**config.mk**
```make
export PLATFORM = sky130hd
export DESIGN_NAME = dual_quadrature_position_speed_unit
export DESIGN_NICKNAME = d
export VERILOG_FILES = /design/src/rtl/dqps_pkg.sv /design/src/rtl/dual_quadrature_position_speed_unit.sv /design/src/rtl/dqps_decode.sv /design/src/rtl/dqps_window.sv
export VERILOG_INCLUDE_DIRS = /design/src /design/src/rtl
export SDC_FILE = /design/constraint.sdc
export NUM_CORES = 2
export LEC_CHECK = 0
export ABC_AREA = 1
export BUFFER_PORTS_ARGS = -buffer_cell sky130_fd_sc_hd__buf_2
export CAP_MARGIN = 0
export CORE_ASPECT_RATIO = 0.7
export CORE_MARGIN = 8
export CORE_UTILIZATION = 54
export CTS_CLUSTER_DIAMETER = 60
export DETAILED_ROUTE_END_ITERATION = 12
export MAX_ROUTING_LAYER = met4
export PLACE_DENSITY = 0.71
export SYNTH_ARGS = -nofsm -noshare
export SYNTH_HDL_FRONTEND = slang
export SYNTH_SLANG_ARGS = --single-unit
```
**constraint.sdc**
```tcl
create_clock -name clk_i -period 5.8 [get_ports clk_i]
set_input_delay 0.58 -clock clk_i [delete_from_list [all_inputs] [get_ports clk_i]]
set_output_delay 0.58 -clock clk_i [all_outputs]
set_load 0.005 [all_outputs]
```
**src/rtl/dual_quadrature_position_speed_unit_defines.svh**
```systemverilog
// ---------------------------------------------------------------------------
// Assertion macros for the dual quadrature position and speed unit
// Assertions are compiled out when SYNTH is defined
// ---------------------------------------------------------------------------
`ifndef DUAL_QUADRATURE_POSITION_SPEED_UNIT_DEFINES_SVH
`define DUAL_QUADRATURE_POSITION_SPEED_UNIT_DEFINES_SVH

`ifndef SYNTH
// property checked on every clock edge outside reset
`define DQPS_ASSERT(lbl, prop) \
  lbl: assert property (@(posedge clk_i) disable iff (!rst_ni) (prop)) \
    else $error("dqps assertion failed");
// expression that must never be true outside reset
`define DQPS_ASSERT_NEVER(lbl, expr) \
  lbl: assert property (@(posedge clk_i) disable iff (!rst_ni) !(expr)) \
    else $error("dqps forbidden condition seen");
`else
`define DQPS_ASSERT(lbl, prop)
`define DQPS_ASSERT_NEVER(lbl, expr)
`endif

`endif

```
**src/rtl/dqps_pkg.sv**
```systemverilog
// ---------------------------------------------------------------------------
// dqps_pkg
// Shared codes, types and the quadrature step function
// ---------------------------------------------------------------------------
package dqps_pkg;

  localparam int unsigned ModeW  = 2;
  localparam int unsigned CountW = 32;

  // mode codes of an input transfer (code 3 behaves as a plain sample)
  localparam logic [ModeW-1:0] MODE_SAMPLE = 2'd0;
  localparam logic [ModeW-1:0] MODE_TICK   = 2'd1;
  localparam logic [ModeW-1:0] MODE_CLEAR  = 2'd2;

  // two-bit signed step codes
  localparam logic [1:0] STEP_NONE = 2'b00;
  localparam logic [1:0] STEP_UP   = 2'b01;
  localparam logic [1:0] STEP_DOWN = 2'b11;

  // control of the item held in the second stage
  typedef struct packed {
    logic valid;
    logic tick;
    logic clear;
  } stage_ctrl_t;

  // x4 decode of one encoder from old and new pin levels
  function automatic logic [1:0] quad_step(input logic old_a, input logic old_b,
                                           input logic a, input logic b);
    logic same;
    logic ch_a;
    logic ch_b;
    logic [1:0] step;
    same = (a == b);
    ch_a = old_a ^ a;
    ch_b = old_b ^ b;
    step = STEP_NONE;
    if (ch_a && !ch_b) begin
      step = same ? STEP_UP : STEP_DOWN;
    end else if (ch_b && !ch_a) begin
      step = same ? STEP_DOWN : STEP_UP;
    end
    return step;
  endfunction

endpackage

```
**src/rtl/dual_quadrature_position_speed_unit.sv**
```systemverilog
// ---------------------------------------------------------------------------
// dual_quadrature_position_speed_unit
// Two x4 quadrature decoders with windowed speed over a ring of deltas
// ---------------------------------------------------------------------------
// Usage:
//   The slave stream carries one pin sample per transfer: mode selects a
//   plain sample, a sample followed by a speed tick, or a clear of all
//   counts. Every accepted transfer yields exactly one master transfer with
//   both positions and both speeds as they stand after that sample.
//   Path: stage one decodes and reads the delta ring, stage two updates the
//   ring and the sums, then the output register holds the offered result.
//   Throughput: one transfer per cycle while results are taken; the ring
//   memory has one read and one write port, and consecutive ticks address
//   different entries when WINDOW_DEPTH is above one.
//   Reset: positions, sums and the ring index go to zero, the last pin
//   levels to all ones; ring entries read as zero through per-entry valid
//   flags, so no clearing pass is needed and the unit is ready at once.
//   Stall: while the master side is held off, results wait in the output
//   register and in stage two; s_axis_tready_o drops only when both are full.
// ---------------------------------------------------------------------------
`include "dual_quadrature_position_speed_unit_defines.svh"

module dual_quadrature_position_speed_unit #(
  parameter int unsigned WINDOW_DEPTH = 32
) (
  input  logic         clk_i,
  input  logic         rst_ni,
  input  logic         s_axis_tvalid_i,
  output logic         s_axis_tready_o,
  input  logic [7:0]   s_axis_tdata_i,  // mode[1:0], left_a, left_b, right_a, right_b, zeros
  output logic         m_axis_tvalid_o,
  input  logic         m_axis_tready_i,
  output logic [127:0] m_axis_tdata_o   // left_position, right_position, left_speed, right_speed
);

  localparam int unsigned SlotW = (WINDOW_DEPTH > 1) ? $clog2(WINDOW_DEPTH) : 1;
  localparam int unsigned CW    = dqps_pkg::CountW;

  dqps_pkg::stage_ctrl_t s2_ctrl;
  logic [SlotW-1:0]      s2_slot, rd_slot;
  logic [CW-1:0]         s2_ldelta, s2_rdelta, s2_lpos, s2_rpos;
  logic [CW-1:0]         left_speed, right_speed;
  logic                  in_fire, s2_fire, rd_en;
  logic                  out_valid_q;
  logic [4*CW-1:0]       out_data_q;

  // handshake: stage two moves on when the output register is free or taken
  assign s2_fire         = s2_ctrl.valid && (!out_valid_q || m_axis_tready_i);
  assign s_axis_tready_o = !s2_ctrl.valid || s2_fire;
  assign in_fire         = s_axis_tvalid_i && s_axis_tready_o;

  dqps_decode #(
    .WINDOW_DEPTH (WINDOW_DEPTH)
  ) u_decode (
    .clk_i            (clk_i),
    .rst_ni           (rst_ni),
    .in_fire_i        (in_fire),
    .mode_i           (s_axis_tdata_i[1:0]),
    .pins_i           (s_axis_tdata_i[5:2]),
    .s2_fire_i        (s2_fire),
    .s2_ctrl_o        (s2_ctrl),
    .s2_slot_o        (s2_slot),
    .s2_left_delta_o  (s2_ldelta),
    .s2_right_delta_o (s2_rdelta),
    .s2_left_pos_o    (s2_lpos),
    .s2_right_pos_o   (s2_rpos),
    .rd_en_o          (rd_en),
    .rd_slot_o        (rd_slot)
  );

  dqps_window #(
    .WINDOW_DEPTH (WINDOW_DEPTH)
  ) u_window (
    .clk_i            (clk_i),
    .rst_ni           (rst_ni),
    .s2_ctrl_i        (s2_ctrl),
    .s2_fire_i        (s2_fire),
    .s2_slot_i        (s2_slot),
    .s2_left_delta_i  (s2_ldelta),
    .s2_right_delta_i (s2_rdelta),
    .rd_en_i          (rd_en),
    .rd_slot_i        (rd_slot),
    .left_speed_o     (left_speed),
    .right_speed_o    (right_speed)
  );

  // output register
  always_ff @(posedge clk_i or negedge rst_ni) begin
    if (!rst_ni) begin
      out_valid_q <= 1'b0;
    end else if (s2_fire) begin
      out_valid_q <= 1'b1;
    end else if (m_axis_tready_i) begin
      out_valid_q <= 1'b0;
    end
  end

  always_ff @(posedge clk_i) begin
    if (s2_fire) begin
      out_data_q <= {right_speed, left_speed, s2_rpos, s2_lpos};
    end
  end

  assign m_axis_tvalid_o = out_valid_q;
  assign m_axis_tdata_o  = out_data_q;

  // input is held off only when both stages are full and the output stalls
  `DQPS_ASSERT(a_ready_when_room, (!s2_ctrl.valid || !out_valid_q) |-> s_axis_tready_o)

endmodule

```
**src/rtl/dqps_decode.sv**
```systemverilog
// ---------------------------------------------------------------------------
// dqps_decode
// Pin decode, position counters and tick bookkeeping; feeds the ring stage
// ---------------------------------------------------------------------------
module dqps_decode #(
  parameter int unsigned WINDOW_DEPTH = 32,
  localparam int unsigned SlotW = (WINDOW_DEPTH > 1) ? $clog2(WINDOW_DEPTH) : 1
) (
  input  logic                        clk_i,
  input  logic                        rst_ni,
  input  logic                        in_fire_i,
  input  logic [dqps_pkg::ModeW-1:0]  mode_i,
  input  logic [3:0]                  pins_i,   // left_a, left_b, right_a, right_b
  input  logic                        s2_fire_i,
  output dqps_pkg::stage_ctrl_t       s2_ctrl_o,
  output logic [SlotW-1:0]            s2_slot_o,
  output logic [dqps_pkg::CountW-1:0] s2_left_delta_o,
  output logic [dqps_pkg::CountW-1:0] s2_right_delta_o,
  output logic [dqps_pkg::CountW-1:0] s2_left_pos_o,
  output logic [dqps_pkg::CountW-1:0] s2_right_pos_o,
  output logic                        rd_en_o,
  output logic [SlotW-1:0]            rd_slot_o
);

  localparam int unsigned CW = dqps_pkg::CountW;

  logic [CW-1:0]    left_cnt_q, left_cnt_d, right_cnt_q, right_cnt_d;
  logic [CW-1:0]    left_at_q, left_at_d, right_at_q, right_at_d;
  logic [3:0]       prev_q, prev_d;
  logic [SlotW-1:0] slot_q, slot_d, slot_next;
  logic [1:0]       step_l, step_r;
  logic [CW-1:0]    left_next, right_next, left_delta, right_delta;
  logic             is_tick, is_clear;

  dqps_pkg::stage_ctrl_t s2_ctrl_q;
  logic [SlotW-1:0]      s2_slot_q;
  logic [CW-1:0]         s2_ldelta_q, s2_rdelta_q, s2_lpos_q, s2_rpos_q;

  // decode of the sampled pins
  always_comb begin
    is_clear    = (mode_i == dqps_pkg::MODE_CLEAR);
    is_tick     = (mode_i == dqps_pkg::MODE_TICK);
    step_l      = dqps_pkg::quad_step(prev_q[0], prev_q[1], pins_i[0], pins_i[1]);
    step_r      = dqps_pkg::quad_step(prev_q[2], prev_q[3], pins_i[2], pins_i[3]);
    left_next   = left_cnt_q + {{(CW-2){step_l[1]}}, step_l};
    right_next  = right_cnt_q + {{(CW-2){step_r[1]}}, step_r};
    left_delta  = left_next - left_at_q;
    right_delta = right_next - right_at_q;
    slot_next   = (slot_q == SlotW'(WINDOW_DEPTH - 1)) ? '0 : SlotW'(slot_q + 1'b1);
  end

  // next state of the scalar counters
  always_comb begin
    left_cnt_d  = left_cnt_q;
    right_cnt_d = right_cnt_q;
    left_at_d   = left_at_q;
    right_at_d  = right_at_q;
    prev_d      = prev_q;
    slot_d      = slot_q;
    if (in_fire_i) begin
      if (is_clear) begin
        left_cnt_d  = '0;
        right_cnt_d = '0;
        left_at_d   = '0;
        right_at_d  = '0;
        slot_d      = '0;
      end else begin
        left_cnt_d  = left_next;
        right_cnt_d = right_next;
        prev_d      = pins_i;
        if (is_tick) begin
          left_at_d  = left_next;
          right_at_d = right_next;
          slot_d     = slot_next;
        end
      end
    end
  end

  // scalar state, pins idle high after reset
  always_ff @(posedge clk_i or negedge rst_ni) begin
    if (!rst_ni) begin
      left_cnt_q  <= '0;
      right_cnt_q <= '0;
      left_at_q   <= '0;
      right_at_q  <= '0;
      prev_q      <= 4'hF;
      slot_q      <= '0;
    end else begin
      left_cnt_q  <= left_cnt_d;
      right_cnt_q <= right_cnt_d;
      left_at_q   <= left_at_d;
      right_at_q  <= right_at_d;
      prev_q      <= prev_d;
      slot_q      <= slot_d;
    end
  end

  // second stage occupancy
  always_ff @(posedge clk_i or negedge rst_ni) begin
    if (!rst_ni) begin
      s2_ctrl_q <= '0;
    end else if (in_fire_i) begin
      s2_ctrl_q.valid <= 1'b1;
      s2_ctrl_q.tick  <= is_tick;
      s2_ctrl_q.clear <= is_clear;
    end else if (s2_fire_i) begin
      s2_ctrl_q.valid <= 1'b0;
    end
  end

  // second stage payload
  always_ff @(posedge clk_i) begin
    if (in_fire_i) begin
      s2_slot_q   <= slot_q;
      s2_ldelta_q <= left_delta;
      s2_rdelta_q <= right_delta;
      s2_lpos_q   <= is_clear ? '0 : left_next;
      s2_rpos_q   <= is_clear ? '0 : right_next;
    end
  end

  assign s2_ctrl_o        = s2_ctrl_q;
  assign s2_slot_o        = s2_slot_q;
  assign s2_left_delta_o  = s2_ldelta_q;
  assign s2_right_delta_o = s2_rdelta_q;
  assign s2_left_pos_o    = s2_lpos_q;
  assign s2_right_pos_o   = s2_rpos_q;
  assign rd_en_o          = in_fire_i && is_tick;
  assign rd_slot_o        = slot_q;

endmodule

```
**src/rtl/dqps_window.sv**
```systemverilog
// ---------------------------------------------------------------------------
// dqps_window
// Delta ring memory with per-entry valid flags and the running window sums
// ---------------------------------------------------------------------------
`include "dual_quadrature_position_speed_unit_defines.svh"

module dqps_window #(
  parameter int unsigned WINDOW_DEPTH = 32,
  localparam int unsigned SlotW = (WINDOW_DEPTH > 1) ? $clog2(WINDOW_DEPTH) : 1
) (
  input  logic                        clk_i,
  input  logic                        rst_ni,
  input  dqps_pkg::stage_ctrl_t       s2_ctrl_i,
  input  logic                        s2_fire_i,
  input  logic [SlotW-1:0]            s2_slot_i,
  input  logic [dqps_pkg::CountW-1:0] s2_left_delta_i,
  input  logic [dqps_pkg::CountW-1:0] s2_right_delta_i,
  input  logic                        rd_en_i,
  input  logic [SlotW-1:0]            rd_slot_i,
  output logic [dqps_pkg::CountW-1:0] left_speed_o,
  output logic [dqps_pkg::CountW-1:0] right_speed_o
);

  localparam int unsigned CW = dqps_pkg::CountW;

  // left delta in the low half, right delta in the high half
  logic [2*CW-1:0]         ring_mem [WINDOW_DEPTH];
  logic [2*CW-1:0]         rd_data_q;
  logic                    rd_valid_q;
  logic [WINDOW_DEPTH-1:0] valid_q, valid_d;
  logic [CW-1:0]           left_sum_q, left_sum_d, right_sum_q, right_sum_d;
  logic [CW-1:0]           left_old, right_old, left_new, right_new;
  logic                    wr_en, clr_en;

  assign wr_en  = s2_fire_i && s2_ctrl_i.tick;
  assign clr_en = s2_fire_i && s2_ctrl_i.clear;

  // ring memory, one read and one write port
  always_ff @(posedge clk_i) begin
    if (rd_en_i) begin
      rd_data_q <= ring_mem[rd_slot_i];
    end
    if (wr_en) begin
      ring_mem[s2_slot_i] <= {s2_right_delta_i, s2_left_delta_i};
    end
  end

  // valid flag read alongside the data, a clear leaving stage two wins
  always_ff @(posedge clk_i or negedge rst_ni) begin
    if (!rst_ni) begin
      rd_valid_q <= 1'b0;
    end else if (rd_en_i) begin
      rd_valid_q <= valid_q[rd_slot_i] && !clr_en;
    end
  end

  // entries never written since the last clear read as zero
  always_comb begin
    left_old  = rd_valid_q ? rd_data_q[CW-1:0]    : '0;
    right_old = rd_valid_q ? rd_data_q[2*CW-1:CW] : '0;
    left_new  = left_sum_q - left_old + s2_left_delta_i;
    right_new = right_sum_q - right_old + s2_right_delta_i;
  end

  // window sums and valid flags
  always_comb begin
    valid_d     = valid_q;
    left_sum_d  = left_sum_q;
    right_sum_d = right_sum_q;
    if (clr_en) begin
      valid_d     = '0;
      left_sum_d  = '0;
      right_sum_d = '0;
    end else if (wr_en) begin
      valid_d[s2_slot_i] = 1'b1;
      left_sum_d         = left_new;
      right_sum_d        = right_new;
    end
  end

  always_ff @(posedge clk_i or negedge rst_ni) begin
    if (!rst_ni) begin
      valid_q     <= '0;
      left_sum_q  <= '0;
      right_sum_q <= '0;
    end else begin
      valid_q     <= valid_d;
      left_sum_q  <= left_sum_d;
      right_sum_q <= right_sum_d;
    end
  end

  // speed as seen after the item in stage two
  always_comb begin
    left_speed_o  = left_sum_q;
    right_speed_o = right_sum_q;
    if (s2_ctrl_i.clear) begin
      left_speed_o  = '0;
      right_speed_o = '0;
    end else if (s2_ctrl_i.tick) begin
      left_speed_o  = left_new;
      right_speed_o = right_new;
    end
  end

  // a clear empties the whole ring and both sums
  `DQPS_ASSERT(a_clear_empties, clr_en |=> (valid_q == '0) && (left_sum_q == '0) && (right_sum_q == '0))
  // a tick leaves its slot marked as written
  `DQPS_ASSERT(a_tick_marks_slot, wr_en |=> valid_q[$past(s2_slot_i)])
  // stage two never carries a tick and a clear together
  `DQPS_ASSERT_NEVER(a_tick_and_clear, s2_ctrl_i.valid && s2_ctrl_i.tick && s2_ctrl_i.clear)

endmodule

```
==> impl_metrics.py <==
metrics = {
    "sta": {
        "rsz0062_at_grt": "false",
        "timing.hold.ws_ps": 252,
        "fin_worst_skew_ps": 61.6,
        "finalSetupViolCount": 0,
        "fmax_mhz": 198,
        "fin_crit_sh": 0.872,
        "slew_viol_final": 0,
        "hold_viol": 0,
        "tightest_slew_ps": 1420,
        "slew_headroom": 0.0522,
        "min_period_ps": 5060,
    },
    "logic_synthesis": {
        "syn_nets": 10300,
        "synth_top_area_share": 0.624,
        "synth.avg_cell_area_sq_um": 11.4,
        "yosysMostFrequentCell": "edfxtp_1",
        "ys.warnings.count": 0,
        "async_flop_share": 0.0912,
        "synth_area_leaders": "edfxtp_1 (62%), dfrtp_1 (5.1%), o21ai_0 (5.0%)",
        "synth.largest_area_cell": "edfxtp_1",
        "synth_edf_count": 2373,
        "synth-seq-cells": 2611,
        "syn_area_sq_um": 114000,
        "synth_cells": 10100,
        "synth_seq_area_share": 0.676,
        "ys.flop_type": "edfxtp_1",
        "synth.top_cells.by_count": "edfxtp_1 (2373), nand2_1 (1490), nor2_1 (1319)",
        "synth_cell_types": 42,
    },
    "cells_and_area": {
        "layout.nets": 10400,
        "fin_cells": 13100,
        "post-route-util": 0.598,
        "design_area_sq_um": 126000,
        "drive_above_1_share": 0.0710,
        "syn2layout_area_growth_pct": 10.2,
    },
    "power_and_ir_drop": {
        "clockPowerShare": 0.202,
        "ir_drop_mv": 0.404,
        "swShare": 0.436,
        "total_power_mw": 78.8,
        "power_frac_seq": 0.343,
        "p_comb_frac": 0.455,
        "power.density_nw_per_um2": 625,
        "p_switching_mw": 34.3,
        "p_leak_nw": 46.9,
        "p_int_mw": 44.5,
    },
    "cts": {
        "numCtsBuffers": 237,
        "postCtsHoldBufs": 6,
        "cts_tree": "done",
        "cts_buffer_depth": 4,
        "clock_latency_ps": 900,
        "clock_sinks": 2611,
        "cts.repair.resized": 0,
        "post_cts_buffers": 0,
        "clkTransAtPathRegs_ps": 60,
        "cts_max_level": 4,
        "cts_root_buf": "clkbuf_16",
    },
    "worst_setup_path": {
        "crit_fanout": 18,
        "crit_required_ps": 6420,
        "max_stage_delay_ps": 540,
        "cp-end-kind": "register",
        "startpoint": "u_decode.prev_q[0]$_DFFE_PN1P_",
        "reg2reg_from": "u_decode.prev_q[0]$_DFFE_PN1P_",
        "startpoint_type": "register",
        "path_class": "register to register",
        "cp_common_cell": "nand2_1",
        "slowest_stage": "dfstp_2",
        "arrival_ps": 5680,
    },
    "floorplanning": {
        "dieArea_sq_um": 227000,
        "rows": 141,
        "die_h_um": 401,
        "ios": 142,
        "initial_utilization": 0.542,
        "die_x_um": 566,
        "fp.coreArea_sq_um": 211000,
    },
    "placed_design": {
        "gp_congestion": 1.01,
        "dp_hpwl_mm": 203,
        "placedCellCount": 12700,
        "dpl_cell_area_sq_um": 118000,
        "portBuffers": 139,
    },
    "drt": {
        "drt_iter0_drc": 13100,
        "wl_per_cell_um": 26.9,
        "ant_nets": 0,
        "routed_wl_mm": 352,
        "first_pass_iters": 8,
        "vias_per_cell": 6.24,
        "route.vias.total": 81800,
        "drc": 0,
    },
    "global_routing": {
        "grt_max_degree": 228,
        "overflow": 0,
        "grt_pass1_vias": 76500,
        "grt_use_total": 0.308,
        "antenna_found_initial": 10,
        "grt_pass1_wl_mm": 510,
    },
    "min_path": {
        "hp-class": "input pin to asynchronous set/reset pin",
    },
    "flow_run": {
        "drv_cap": 0,
    },
    "outcome": {
        "outcome": "completed",
    },
}
[flip-flops by register name, summed over array words and instances, names as in the netlist]
name / count
m_axis_tdata_o: 128
m_axis_tvalid_o: 1
u_decode.left_at_q: 32
u_decode.left_cnt_q: 32
u_decode.prev_q: 4
u_decode.rd_slot_o: 5
u_decode.right_at_q: 32
u_decode.right_cnt_q: 32
u_decode.s2_ctrl_o: 3
u_decode.s2_left_delta_o: 32
u_decode.s2_left_pos_o: 32
u_decode.s2_right_delta_o: 32
u_decode.s2_right_pos_o: 32
u_decode.s2_slot_o: 5
u_window.left_sum_q: 32
u_window.rd_data_q: 64
u_window.rd_valid_q: 1
u_window.right_sum_q: 32
u_window.ring_mem: 2048
u_window.valid_q: 32
[cell usage in the layout, fill, tap and decap left out, types with 227 or more instances in the layout]
cell type / netlist / layout
nor2_1: 1319 / 1317
nand3_1: 271 / 271
o21ai_0: 1134 / 1134
a21oi_1: 436 / 436
clkbuf_16: 0 / 239
inv_1: 797 / 792
dfrtp_1: 234 / 227
o22ai_1: 520 / 520
edfxtp_1: 2373 / 2373
nand2_1: 1490 / 1488
[routing by layer]
| metal | up-vias | global-route usage | part of all wire |
|---|---|---|---|
| met4 | 0 | 0.0978 | 0.038 |
| met2 | 5239 | 0.428 | 0.42 |
| li1 | 35800 | - | - |
| met1 | 39900 | 0.443 | 0.41 |
| met5 | - | - | 0 |
| met3 | 762 | 0.0804 | 0.13 |
[worst max-delay path: cells and delay by family, from the launching register on]
kind            cells  cell delay, ps
compound gates      6            1390
simple gates       10            1150
fa+ha+maj           3             980
buf+inv             6             600
flops               1             540
xor+xnor            1             140
[per-stage QoR]
stage	worst slack, ps	TNS, ps
4_1_cts	860	0
3_3_place_gp	610	0
5_1_grt	448	0
6_report	740	0
3_5_place_dp	662	0
2_1_floorplan	-344	-703150
[area by class of cell]
cell class	instances	area, sq um
fillers	16600	84700
flip-flops and latches	2611	77200
multi-input cells	6120	31800
clock buffers	286	6170
well taps	2788	3490
inverters	808	3110
repair buffers	337	2540
clock inverters	141	1580
diodes	11	27.5
[worst paths after layout]
check	end	slack, ps	cells past startpoint
setup reg to reg	u_decode.s2_left_delta_o[31]$_DFFE_PP_	740	26
hold reg to reg	m_axis_tdata_o[31]$_DFFE_PP_	400	0
max in group asynchronous	u_window.valid_q[19]$_DFFE_PN0P_	4190	3
hold / removal	u_window.right_sum_q[0]$_DFFE_PN0P_	250	2
min in group clk_i	u_decode.right_at_q[0]$_DFFE_PN0P_	290	5
setup / recovery	u_decode.s2_left_delta_o[31]$_DFFE_PP_	740	26
[cell families after synthesis]
kind of cell | Yosys count | synth area share
xor gates and xnor gates | 125 | 0.00958
adders and majority gates | 264 | 0.0332
DFF | 2611 | 0.676
and+or+nand+nor | 3234 | 0.112
buffers and inverters | 1336 | 0.0477
AOI/OAI and AO/OA | 2497 | 0.122
[power by group through the flow]
| stage | combinational, mW | clock [mW] | sequential (mW) |
|---|---|---|---|
| 5_1_grt | 39.0 | 16.7 | 27.1 |
| 3_5_place_dp | 34.6 | 0 | 27.3 |
| 4_1_cts | 34.8 | 16.0 | 26.9 |
| 3_3_place_gp | 34.1 | 0 | 27.2 |
| 6_report | 35.8 | 15.9 | 27.0 |
| 2_1_floorplan | 22.5 | 0 | 27.0 |
Power figures use the tool's default switching activity.
